[config.mk]
export PLATFORM = sky130hd
export DESIGN_NAME = xorshift64_random_source_core
export DESIGN_NICKNAME = d
export VERILOG_FILES = /design/src/xrs_pkg.sv /design/src/xrs_front.sv /design/src/xrs_queue.sv /design/src/xrs_back.sv /design/src/xorshift64_random_source_core.sv
export SDC_FILE = /design/constraint.sdc
export NUM_CORES = 2
export LEC_CHECK = 0
export ABC_AREA = 1
export BUFFER_PORTS_ARGS = -buffer_cell sky130_fd_sc_hd__buf_4
export CAP_MARGIN = 5
export CELL_PAD_IN_SITES_DETAIL_PLACEMENT = 1
export CELL_PAD_IN_SITES_GLOBAL_PLACEMENT = 2
export CORE_UTILIZATION = 30
export CTS_CLUSTER_SIZE = 8
export DETAILED_ROUTE_END_ITERATION = 8
export MAX_ROUTING_LAYER = met4
export PLACE_DENSITY = 0.64
export SLEW_MARGIN = 30
export SYNTH_ARGS = -nofsm -noshare
export SYNTH_HDL_FRONTEND = slang
export SYNTH_SLANG_ARGS = --single-unit
[constraint.sdc]
create_clock -name clk -period 19.9 [get_ports clk]
set_input_delay 3.98 -clock clk [delete_from_list [all_inputs] [get_ports clk]]
set_output_delay 3.98 -clock clk [all_outputs]
set_load 0.005 [all_outputs]
[src/xrs_pkg.sv]
`timescale 1ns / 1ps

package xrs_pkg;

	localparam logic [63:0] SEED_FALLBACK = 64'h1234567890abcdef;
	localparam int SHL_A = 13;
	localparam int SHR_B = 7;
	localparam int SHL_C = 17;
	localparam int FRAC_SHIFT = 11;
	localparam int QUEUE_DEPTH = 2;
	localparam int DIV_STEPS = 64;
	localparam int CNT_W = $clog2(DIV_STEPS);
	localparam logic [3:0] UUID_VERSION = 4'h4;
	localparam logic [1:0] UUID_VARIANT = 2'b10;

	typedef enum logic [2:0] {
		REQ_INT63  = 3'd0,
		REQ_RANGE  = 3'd1,
		REQ_FRAC53 = 3'd2,
		REQ_BOOL   = 3'd3,
		REQ_UUID   = 3'd4
	} req_t;

	typedef enum logic [2:0] {
		OP_INT63,
		OP_FRAC53,
		OP_BOOL,
		OP_UUID,
		OP_LOW,
		OP_FULL,
		OP_MOD
	} op_t;

	typedef struct packed {
		op_t         op;
		logic [63:0] low;
		logic [63:0] span;
	} cmd_t;

	typedef enum logic [1:0] {
		B_IDLE,
		B_DIV,
		B_RES,
		B_UUID2
	} bst_t;

	function automatic logic [63:0] xs_next(input logic [63:0] s);
		logic [63:0] x;
		x = s ^ (s << SHL_A);
		x = x ^ (x >> SHR_B);
		x = x ^ (x << SHL_C);
		return x;
	endfunction

	function automatic logic [63:0] uuid_hi(input logic [63:0] x);
		return {x[63:56], UUID_VERSION, x[51:0]};
	endfunction

	function automatic logic [63:0] uuid_lo(input logic [63:0] x);
		return {x[63:8], UUID_VARIANT, x[5:0]};
	endfunction

endpackage

[src/xrs_front.sv]
`timescale 1ns / 1ps

module xrs_front import xrs_pkg::*; (
	input  logic        req_valid,
	output logic        req_stall,
	input  logic [2:0]  req_type,
	input  logic [63:0] range_low,
	input  logic [63:0] range_high,
	input  logic        q_ready,
	output logic        push,
	output cmd_t        cmd
);

	logic        known;
	logic        low_ge_high;
	logic [63:0] span;

	assign low_ge_high = $signed(range_low) >= $signed(range_high);
	assign span = range_high - range_low + 64'd1;

	always_comb begin
		known = 1'b1;
		cmd.low = range_low;
		cmd.span = span;
		cmd.op = OP_INT63;
		unique case (req_type)
			REQ_INT63: cmd.op = OP_INT63;
			REQ_FRAC53: cmd.op = OP_FRAC53;
			REQ_BOOL: cmd.op = OP_BOOL;
			REQ_UUID: cmd.op = OP_UUID;
			REQ_RANGE: begin
				if (low_ge_high) begin
					cmd.op = OP_LOW;
				end else if (span == 64'd0) begin
					cmd.op = OP_FULL;
				end else begin
					cmd.op = OP_MOD;
				end
			end
			default: known = 1'b0;
		endcase
	end

	// drop unknown request types
	assign req_stall = !q_ready;
	assign push = req_valid && q_ready && known;

endmodule

[src/xrs_queue.sv]
`timescale 1ns / 1ps

module xrs_queue import xrs_pkg::*; #(
	parameter int Depth = QUEUE_DEPTH
) (
	input  logic clk,
	input  logic arst_n,
	input  logic push,
	input  cmd_t din,
	output logic ready,
	input  logic pop,
	output logic valid,
	output cmd_t dout
);

	localparam int PtrW = (Depth > 1) ? $clog2(Depth) : 1;
	localparam int CntW = $clog2(Depth + 1);

	cmd_t            mem_q [Depth];
	logic [PtrW-1:0] wr_ptr_q;
	logic [PtrW-1:0] rd_ptr_q;
	logic [CntW-1:0] count_q;

	function automatic logic [PtrW-1:0] ptr_inc(input logic [PtrW-1:0] p);
		return (p == PtrW'(Depth - 1)) ? '0 : p + 1'b1;
	endfunction

	assign ready = count_q != CntW'(Depth);
	assign valid = count_q != '0;
	assign dout = mem_q[rd_ptr_q];

	always_ff @(posedge clk or negedge arst_n) begin
		if (!arst_n) begin
			wr_ptr_q <= '0;
			rd_ptr_q <= '0;
			count_q <= '0;
		end else begin
			if (push) begin
				wr_ptr_q <= ptr_inc(wr_ptr_q);
			end
			if (pop) begin
				rd_ptr_q <= ptr_inc(rd_ptr_q);
			end
			if (push && !pop) begin
				count_q <= count_q + 1'b1;
			end else if (pop && !push) begin
				count_q <= count_q - 1'b1;
			end
		end
	end

	always_ff @(posedge clk) begin
		if (push) begin
			mem_q[wr_ptr_q] <= din;
		end
	end

endmodule

[src/xrs_back.sv]
`timescale 1ns / 1ps

module xrs_back import xrs_pkg::*; (
	input  logic        clk,
	input  logic        arst_n,
	input  logic        cfg_valid,
	output logic        cfg_ready,
	input  logic [63:0] seed_value,
	input  logic        q_valid,
	input  cmd_t        q_cmd,
	output logic        pop,
	output logic        rsp_valid,
	input  logic        rsp_stall,
	output logic [63:0] value,
	output logic        last
);

	bst_t             state_q, state_d;
	logic [63:0]      gen_q, gen_d;
	logic [63:0]      next;
	logic [63:0]      rem_q, rem_d;
	logic [63:0]      dvd_q, dvd_d;
	logic [63:0]      span_q, span_d;
	logic [63:0]      low_q, low_d;
	logic [CNT_W-1:0] cnt_q, cnt_d;
	logic [64:0]      trial;
	logic             out_valid_q, out_valid_d;
	logic [63:0]      value_q, value_d;
	logic             last_q, last_d;
	logic             out_free;
	logic             load;

	assign cfg_ready = 1'b1;
	assign next = xs_next(gen_q);
	assign out_free = !out_valid_q || !rsp_stall;
	assign trial = {rem_q, dvd_q[63]};

	always_comb begin
		state_d = state_q;
		gen_d = gen_q;
		rem_d = rem_q;
		dvd_d = dvd_q;
		span_d = span_q;
		low_d = low_q;
		cnt_d = cnt_q;
		value_d = value_q;
		last_d = last_q;
		load = 1'b0;
		pop = 1'b0;
		unique case (state_q)
			B_IDLE: begin
				if (q_valid && out_free) begin
					pop = 1'b1;
					last_d = 1'b1;
					unique case (q_cmd.op)
						OP_INT63: begin
							gen_d = next;
							load = 1'b1;
							value_d = next >> 1;
						end
						OP_FRAC53: begin
							gen_d = next;
							load = 1'b1;
							value_d = next >> FRAC_SHIFT;
						end
						OP_BOOL: begin
							gen_d = next;
							load = 1'b1;
							value_d = {63'd0, next[0]};
						end
						OP_UUID: begin
							gen_d = next;
							load = 1'b1;
							value_d = uuid_hi(next);
							last_d = 1'b0;
							state_d = B_UUID2;
						end
						OP_LOW: begin
							load = 1'b1;
							value_d = q_cmd.low;
						end
						OP_FULL: begin
							gen_d = next;
							load = 1'b1;
							value_d = q_cmd.low + next;
						end
						OP_MOD: begin
							gen_d = next;
							dvd_d = next;
							rem_d = '0;
							span_d = q_cmd.span;
							low_d = q_cmd.low;
							cnt_d = '0;
							state_d = B_DIV;
						end
						default: pop = 1'b1;
					endcase
				end
			end
			B_DIV: begin
				if (trial >= {1'b0, span_q}) begin
					rem_d = 64'(trial - {1'b0, span_q});
				end else begin
					rem_d = trial[63:0];
				end
				dvd_d = {dvd_q[62:0], 1'b0};
				cnt_d = cnt_q + 1'b1;
				if (cnt_q == '1) begin
					state_d = B_RES;
				end
			end
			B_RES: begin
				if (out_free) begin
					load = 1'b1;
					value_d = low_q + rem_q;
					last_d = 1'b1;
					state_d = B_IDLE;
				end
			end
			B_UUID2: begin
				if (out_free) begin
					gen_d = next;
					load = 1'b1;
					value_d = uuid_lo(next);
					last_d = 1'b1;
					state_d = B_IDLE;
				end
			end
			default: state_d = B_IDLE;
		endcase
		if (cfg_valid) begin
			gen_d = (seed_value == 64'd0) ? SEED_FALLBACK : seed_value;
		end
		out_valid_d = load || (out_valid_q && rsp_stall);
	end

	always_ff @(posedge clk or negedge arst_n) begin
		if (!arst_n) begin
			state_q <= B_IDLE;
			gen_q <= SEED_FALLBACK;
			cnt_q <= '0;
			out_valid_q <= 1'b0;
		end else begin
			state_q <= state_d;
			gen_q <= gen_d;
			cnt_q <= cnt_d;
			out_valid_q <= out_valid_d;
		end
	end

	always_ff @(posedge clk) begin
		rem_q <= rem_d;
		dvd_q <= dvd_d;
		span_q <= span_d;
		low_q <= low_d;
		if (load) begin
			value_q <= value_d;
			last_q <= last_d;
		end
	end

	assign rsp_valid = out_valid_q;
	assign value = value_q;
	assign last = last_q;

endmodule

[src/xorshift64_random_source_core.sv]
`timescale 1ns / 1ps
// Channel | handshake            | payload
// --------+----------------------+-------------------------------------
// req     | req_valid, req_stall | req_type, range_low, range_high
// rsp     | rsp_valid, rsp_stall | value, last
// cfg     | cfg_valid, cfg_ready | seed_value
//
// Int63, fraction, bool, empty range and full range: loaded into the output register at the pop.
// Range with a nonzero span: the radix-2 restoring divider reduces the draw modulo the span
// (one quotient bit per cycle over 64 dividend bits), then the low bound is added.
// UUID: two words, one generator step per word.
// Reset loads the generator with 0x1234567890abcdef; no clearing pass.
// A stalled result holds while the queue keeps taking requests until full.

module xorshift64_random_source_core import xrs_pkg::*; #(
	parameter int QueueDepth = QUEUE_DEPTH
) (
	input  logic        clk,
	input  logic        arst_n,
	input  logic        cfg_valid,
	output logic        cfg_ready,
	input  logic [63:0] seed_value,
	input  logic        req_valid,
	output logic        req_stall,
	input  logic [2:0]  req_type,
	input  logic [63:0] range_low,
	input  logic [63:0] range_high,
	output logic        rsp_valid,
	input  logic        rsp_stall,
	output logic [63:0] value,
	output logic        last
);

	logic q_ready;
	logic push;
	logic pop;
	logic q_valid;
	cmd_t cmd_in;
	cmd_t cmd_out;

	xrs_front u_front (
		.req_valid  (req_valid),
		.req_stall  (req_stall),
		.req_type   (req_type),
		.range_low  (range_low),
		.range_high (range_high),
		.q_ready    (q_ready),
		.push       (push),
		.cmd        (cmd_in)
	);

	xrs_queue #(
		.Depth (QueueDepth)
	) u_queue (
		.clk    (clk),
		.arst_n (arst_n),
		.push   (push),
		.din    (cmd_in),
		.ready  (q_ready),
		.pop    (pop),
		.valid  (q_valid),
		.dout   (cmd_out)
	);

	xrs_back u_back (
		.clk        (clk),
		.arst_n     (arst_n),
		.cfg_valid  (cfg_valid),
		.cfg_ready  (cfg_ready),
		.seed_value (seed_value),
		.q_valid    (q_valid),
		.q_cmd      (cmd_out),
		.pop        (pop),
		.rsp_valid  (rsp_valid),
		.rsp_stall  (rsp_stall),
		.value      (value),
		.last       (last)
	);

endmodule

# After elaboration in Yosys (flattened, before gate mapping)
# Memory sizes are Yosys's and may differ from the RTL's.
# Cells that the tools add are included.
[totals]
reg_bits = 398
ram_bits = 262
inputBits = 200
out_inout_bits = 68
word_cells = 135
memories = 1
[memory_table]
columns = ["memory", "depth", "width", "read_ports", "rd_ports_with_merged_regs", "write_ports", "line_no", "text"]
rows = [
  ["u_queue.mem_q", 2, 131, 1, 0, 1, "xrs_queue.sv:19", "cmd_t mem_q [Depth];"],
]
[classes]
addsub = 10
order_cmp = 2
eq_ne = 26
n_mux = 46
bitwise = 3
n_reduce_logical = 34
[ops]
columns = ["op", "count"]
rows = [
  ["$mux 64", 13],
  ["$pmux 64 s2", 3],
  ["$pmux 64 s6", 1],
  ["$pmux 64 s3", 1],
  ["$add 64x64->64", 2],
  ["$logic_not 64->1", 2],
  ["$sub 64x64->64", 2],
  ["$xor 64x64->64", 2],
  ["$ge 65x64->1", 1],
  ["$add 64x1->64 const B", 1],
  ["$ge 64x64->1", 1],
  ["$xor 64x57->64", 1],
  ["$mux 1", 13],
  ["$eq 3x2->1 const B", 4],
  ["$eq 3x3->1 const B", 4],
  ["$mux 2", 6],
  ["$mux 6", 2],
  ["$pmux 3 s4", 1],
  ["$pmux 6 s2", 1],
  ["$reduce_and 4->1", 3],
  ["$reduce_or 6->1", 2],
  ["$ne 2x1->1 const B", 5],
  ["$reduce_bool 2->1", 4],
  ["$ne 7x7->1 const B", 1],
  ["25 further kinds", 45],
]

# Depth between registers and ports, before layout
[logic_depth]
ltp_word = 8
ltp_mapped = 28
ltp_nobuf = 26

# By module
# Synthesis repeated with hierarchy kept, for this count alone.
[hier_totals]
hier_cells = 8555
area_unflattened_um2 = 57956.8
[modules_own_cells]
columns = ["module", "instances", "cells_per_inst", "area_per_inst_um2"]
rows = [
  ["xrs_back", 1, 6263, 38313.0],
  ["xrs_queue", 1, 433, 9990.8],
  ["xrs_front", 1, 1859, 9653.0],
]

# Worst setup path after synthesis
# OpenSTA, ideal clock, no wires.
[synth_timing]
path_type = "input -> register"
start = "input port rsp_stall"
end = "register u_back.dvd_q[0] (enable)"
setup_ps = 481
arrival_time_ps = 10999
setup_slack_ps = 8420
cell_stages = 9
n_path_buf = 0
cell_sequence = "nand2_1 > inv_1 > a21oi_1 > inv_1 > nor2_1 > inv_1 > nor2_2 > nor2_1 > inv_1"
[synth_between]
elab_chain_cells = 5
[synth_lines]
columns = ["element", "line_no", "text"]
rows = [
  ["start: declaration", "xorshift64_random_source_core.sv:29", "input logic rsp_stall,"],
  ["$logic_not 1->1", "xrs_back.sv:35", "assign out_free = !out_valid_q || !rsp_stall;"],
  ["$logic_or 1x1->1", "xrs_back.sv:35", ""],
  ["$logic_and 1x1->1", "xrs_back.sv:52", "if (q_valid && out_free) begin"],
  ["$ne 2x1->1 (no source line)", "n/a", ""],
  ["$reduce_and 3->1 (no source line)", "n/a", ""],
  ["end signal: assignment", "xrs_back.sv:153", "dvd_q <= dvd_d;"],
  ["end: declaration", "xrs_back.sv:22", "logic [63:0] dvd_q, dvd_d;"],
]
# Every way passes these cells.
# A chain may end at the register's enable or synchronous reset.

==> flow_metrics.tcl <==
set metrics [dict create \
    cts_hold_buffers 0 \
    power_density_nw_per_um2 198 \
    timing.final.crit_period_ns 7.26 \
    gp_congestion 0.983 \
    hold_path_end "u_back.span_q[39]$_DFFE_PP_" \
    timing.critical_path.slowest_cell_delay_ns 0.40 \
    core_area_um2 170000 \
    synth.most_common_cell "sky130_fd_sc_hd__nand2_1" \
    final_nets 7791 \
    critical_path.reg2reg.endpoint "u_back.value[37]$_DFFE_PP_" \
    netlist_instances 6937 \
    post_cts.repair.setup_buffers 0 \
    seq_area_frac_synth_pct 37.9 \
    worst_slew_margin_rel_pct 26.0 \
    synth_top_area_share_pct 34.1 \
    regToRegStartpoint "u_queue.rd_ptr_q$_DFFE_PN0P_" \
    hold_crit_path_type "flip-flop to flip-flop" \
    hpwl_um 231000 \
    grt_ovf 0 \
    worst_path_dominant_cell_family "simple AND/OR/NAND/NOR gates" \
    detail_route.drc_violations 0 \
    die_area_um2 173000 \
    grtUsageTotal_pct 32.4 \
    peakVddDrop_mv 0.158 \
    dp.cells 9344 \
    average_cell_area_after_synthesis_um2 7.41 \
    power_leakage_nw 27.1 \
    synthToLayoutAreaGrowth_pct 14.8 \
    crit_chain "buf_4 -> ha_1 -> inv_1 -> ha_1 -> nand2_1 -> nand3_1 -> nand2_1 -> o21ai_2 -> nand2_1 -> nand2_2 -> nand2_1 -> nand3_1 -> nand2_1 -> nand2_1 -> nand2_1 -> nand2_1 -> nand2_1 -> nor2_1 -> nand2_1 -> nor2_1 -> nand3_1 -> nand3_1 -> nand3_1" \
    worstPathMaxFanout 5 \
    avgViaCountPerCell 5.33 \
    muxShareOfSynthArea_pct 0.156 \
    worst_setup_path_end_kind "flip-flop" \
    cts_made_buffers 95 \
    fin_crit_sh_pct 36.5 \
    die-width_um 416 \
    hold-worst-slack_ns 0.493 \
    via_count_of_the_first_global_routing_pass 49600 \
    final_antenna_net_count 0 \
    design.portCount 268 \
    cts_repair_resized_insts 0 \
    initial_utilization_pct 30.3 \
    setup.worst_path.start "range_low[1]" \
    grt_start_max_net_pins 176 \
    final-instance-count-excl-fill 9495 \
    maxClockFrequency_ghz 0.138 \
    dieHeight_um 416 \
    postLayoutCoreUtil_pct 34.7 \
    worst_slew_pin_slew_ns 1.11 \
    hold_violations 0 \
    postSynthRegisterBits 660 \
    worstPathRequired_ns 20.35 \
    syn_nets 7505 \
    port-buffer-count 266 \
    cp_most_frequent_cell "sky130_fd_sc_hd__nand2_1" \
    htreeDepth 3 \
    reg2reg_setup_slack_ns 13.43 \
    filler_instances 20800 \
    multi_input_combinational_cell_area_um2 27300 \
    synth_common_cells "sky130_fd_sc_hd__nand2_1, sky130_fd_sc_hd__inv_1, sky130_fd_sc_hd__nor2_1, sky130_fd_sc_hd__edfxtp_1, sky130_fd_sc_hd__a21oi_1" \
    synth-edff-count 583 \
    run_status "complete, no violations" \
    max_cap_viol_count 0 \
    clk_sinks 660 \
    critical-path-slowest-cell "sky130_fd_sc_hd__o21ai_2" \
    ctsRootBufferMaster "sky130_fd_sc_hd__clkbuf_16" \
    post_synth_instance_area_um2 51400 \
    async_reset_ff_share_pct 11.7 \
    tritoncts "yes" \
    postSynth.topFlopCell "sky130_fd_sc_hd__edfxtp_1" \
    synthDominantAreaCellType "sky130_fd_sc_hd__edfxtp_1" \
    arrival_ns 7.71 \
    synth_compound_gate_area_share_pct 14.9 \
    synth_cell_type_count 74 \
    hold-path-cell-count 2 \
    grt_first_pass_wirelength_um 385000 \
    row_count 151 \
    synth_simple_gate_area_share_pct 25.0 \
    final_setup_fails 0 \
    detail_route.first_pass.iterations 6 \
    worstSetupStartpointType "input pin" \
    rsz0062_at_grt "no" \
    wl_per_cell_um 29.3 \
    reg2reg_depth 22 \
    parity_gate_share_of_the_synthesized_area_counting_xor_and_xnor_cells_pct 3.79 \
    cts.reportedPaths.clkPinSlew_ns 0.06 \
    share_of_final_layout_standard_cells_stronger_than_drive_strength_1_pct 9.46 \
    worst-path-buf-inv 2 \
    clock_insertion_delay_worst_skew_ns 0.78 \
    total_routed_wirelength_um 278000 \
    vias 50600 \
    netlist_top_cells_area "sky130_fd_sc_hd__edfxtp_1, sky130_fd_sc_hd__nand2_1, sky130_fd_sc_hd__ha_1" \
    criticalPathCategory "input pin to flip-flop" \
    regArea_um2 19500 \
    final.setup.tns_ns 0 \
    detail_route.iter0.violations 4652 \
    hp-start "u_queue.mem_q[0][39]$_DFFE_PP_" \
    synth_top_family_by_area "simple AND/OR/NAND/NOR gates" \
    post_synth_fa_ha_maj_area_fraction_pct 9.02 \
    synth_warnings 0 \
    antenna_found_initial 21 \
    clock_tree.buffer_depth 3 \
    finClkSkew_ns 0.0783 \
    slew_viol_final 0 \
]
registers in the layout (all words and copies together) (netlist names):
signal and count:
u_queue.mem_q 262, u_back.value 64, u_back.low_q 64, u_back.dvd_q 64, u_back.span_q 64, u_back.rem_q 64
u_back.rsp_valid 1, u_back.last 1, u_back.gen_q 64, u_queue.wr_ptr_q 1, u_back.state_q 2, u_back.cnt_q 6
u_queue.count_q 2, u_queue.rd_ptr_q 1
logic make-up after synthesis:
family                     Yosys count
buffers and inverters             1240
muxes                                8
DFF                                660
xor gates and xnor gates           220
AOI/OAI and AO/OA                 1337
adders and majority gates          368
and+or+nand+nor                   3103
other                                1
cells in the final DEF (no fill, tap or decap), drive strengths merged, types with 6 or more instances in the layout:
cell,netlist,layout
a211oi,11,11
nand2,1803,1803
edfxtp,583,583
a221oi,26,26
dfrtp,45,45
a31oi,87,87
nand4,44,44
xnor2,130,130
ha,364,364
nor4,43,43
mux2i,8,8
o21ai,472,472
clkinv,6,20
nor3,70,70
buf,54,334
or2,100,100
o21a,43,43
nand3b,24,24
o2111ai,10,10
a21boi,6,6
clkbuf,91,123
diode,0,14
o31ai,30,30
inv,1089,1089
o221ai,29,29
o211ai,56,56
xor2,90,90
nor2,763,763
a21o,37,37
dfstp,32,32
o21bai,19,19
o22ai,10,10
nand3,245,245
a21oi,493,493
worst reg2reg max path, cell delays in order (launching register included):
cell and delay, ns:
sky130_fd_sc_hd__dfrtp_4 0.57, sky130_fd_sc_hd__clkinv_2 0.48, sky130_fd_sc_hd__buf_4 0.47, sky130_fd_sc_hd__buf_4 0.38, sky130_fd_sc_hd__nand2_1 0.13, sky130_fd_sc_hd__nand2_1 0.48, sky130_fd_sc_hd__ha_1 0.66, sky130_fd_sc_hd__nand2_1 0.18
sky130_fd_sc_hd__nor2_1 0.14, sky130_fd_sc_hd__inv_1 0.04, sky130_fd_sc_hd__o21ai_1 0.41, sky130_fd_sc_hd__nand2_1 0.10, sky130_fd_sc_hd__nand2_1 0.13, sky130_fd_sc_hd__nand2_1 0.09, sky130_fd_sc_hd__nand2_1 0.30, sky130_fd_sc_hd__nand2_1 0.09
sky130_fd_sc_hd__nand2_1 0.22, sky130_fd_sc_hd__inv_1 0.07, sky130_fd_sc_hd__nor2_1 0.18, sky130_fd_sc_hd__nor3_1 0.07, sky130_fd_sc_hd__o21ai_0 0.52, sky130_fd_sc_hd__nand3_1 0.35, sky130_fd_sc_hd__nand2_1 0.27
power breakdown:
group / switching, mW / internal, mW
sequential: 0.115 / 1.76
combinational: 6.22 / 2.01
clock: 0.685 / 0.871
total: 7.02 / 4.64
stage by stage:
stage	setup slack, ns	power [mW]	area (um2)
final	12.64	11.7	59000
after global routing	12.36	12.0	59000
after CTS	12.61	11.3	59000
after global placement	11.88	9.71	56200
after floorplan	8.42	5.80	51400
after detailed placement	11.82	9.74	56200
worst max path at each step:
| stage | to | slack [ns] | depth (start not counted) |
|---|---|---|---|
| after floorplan | u_back.dvd_q[0]$_SDFFCE_PP0P_ | 8.42 | 9 |
| after global placement | u_queue.mem_q[0][129]$_DFFE_PP_ | 11.88 | 23 |
| after detailed placement | u_queue.mem_q[0][129]$_DFFE_PP_ | 11.82 | 23 |
| after CTS | u_queue.mem_q[0][129]$_DFFE_PP_ | 12.61 | 23 |
| after global routing | u_queue.mem_q[0][129]$_DFFE_PP_ | 12.36 | 23 |
| final | u_queue.mem_q[0][129]$_DFFE_PP_ | 12.64 | 23 |
metal layers:
metal	wire, um	part of all wire [%]	GRT usage (%)
met2	120000	43	48.0
met3	18500	6.7	4.79
met1	132000	48	46.1
met5	0	0	-
met4	7070	2.5	7.65
layout make-up:
| class | count | share of cell area (%) |
|---|---|---|
| Clock buffer | 123 | 4.21 |
| Clock inverter | 14 | 0.399 |
| Antenna cell | 14 | 0.0594 |
| Sequential cell | 660 | 33.0 |
| Timing Repair Buffer | 334 | 4.32 |
| Multi-Input combinational cell | 5037 | 46.3 |
| Tap cell | 2218 | 4.70 |
| Inverter | 1095 | 6.98 |
Note: power is estimated with default switching activity, not from simulation.
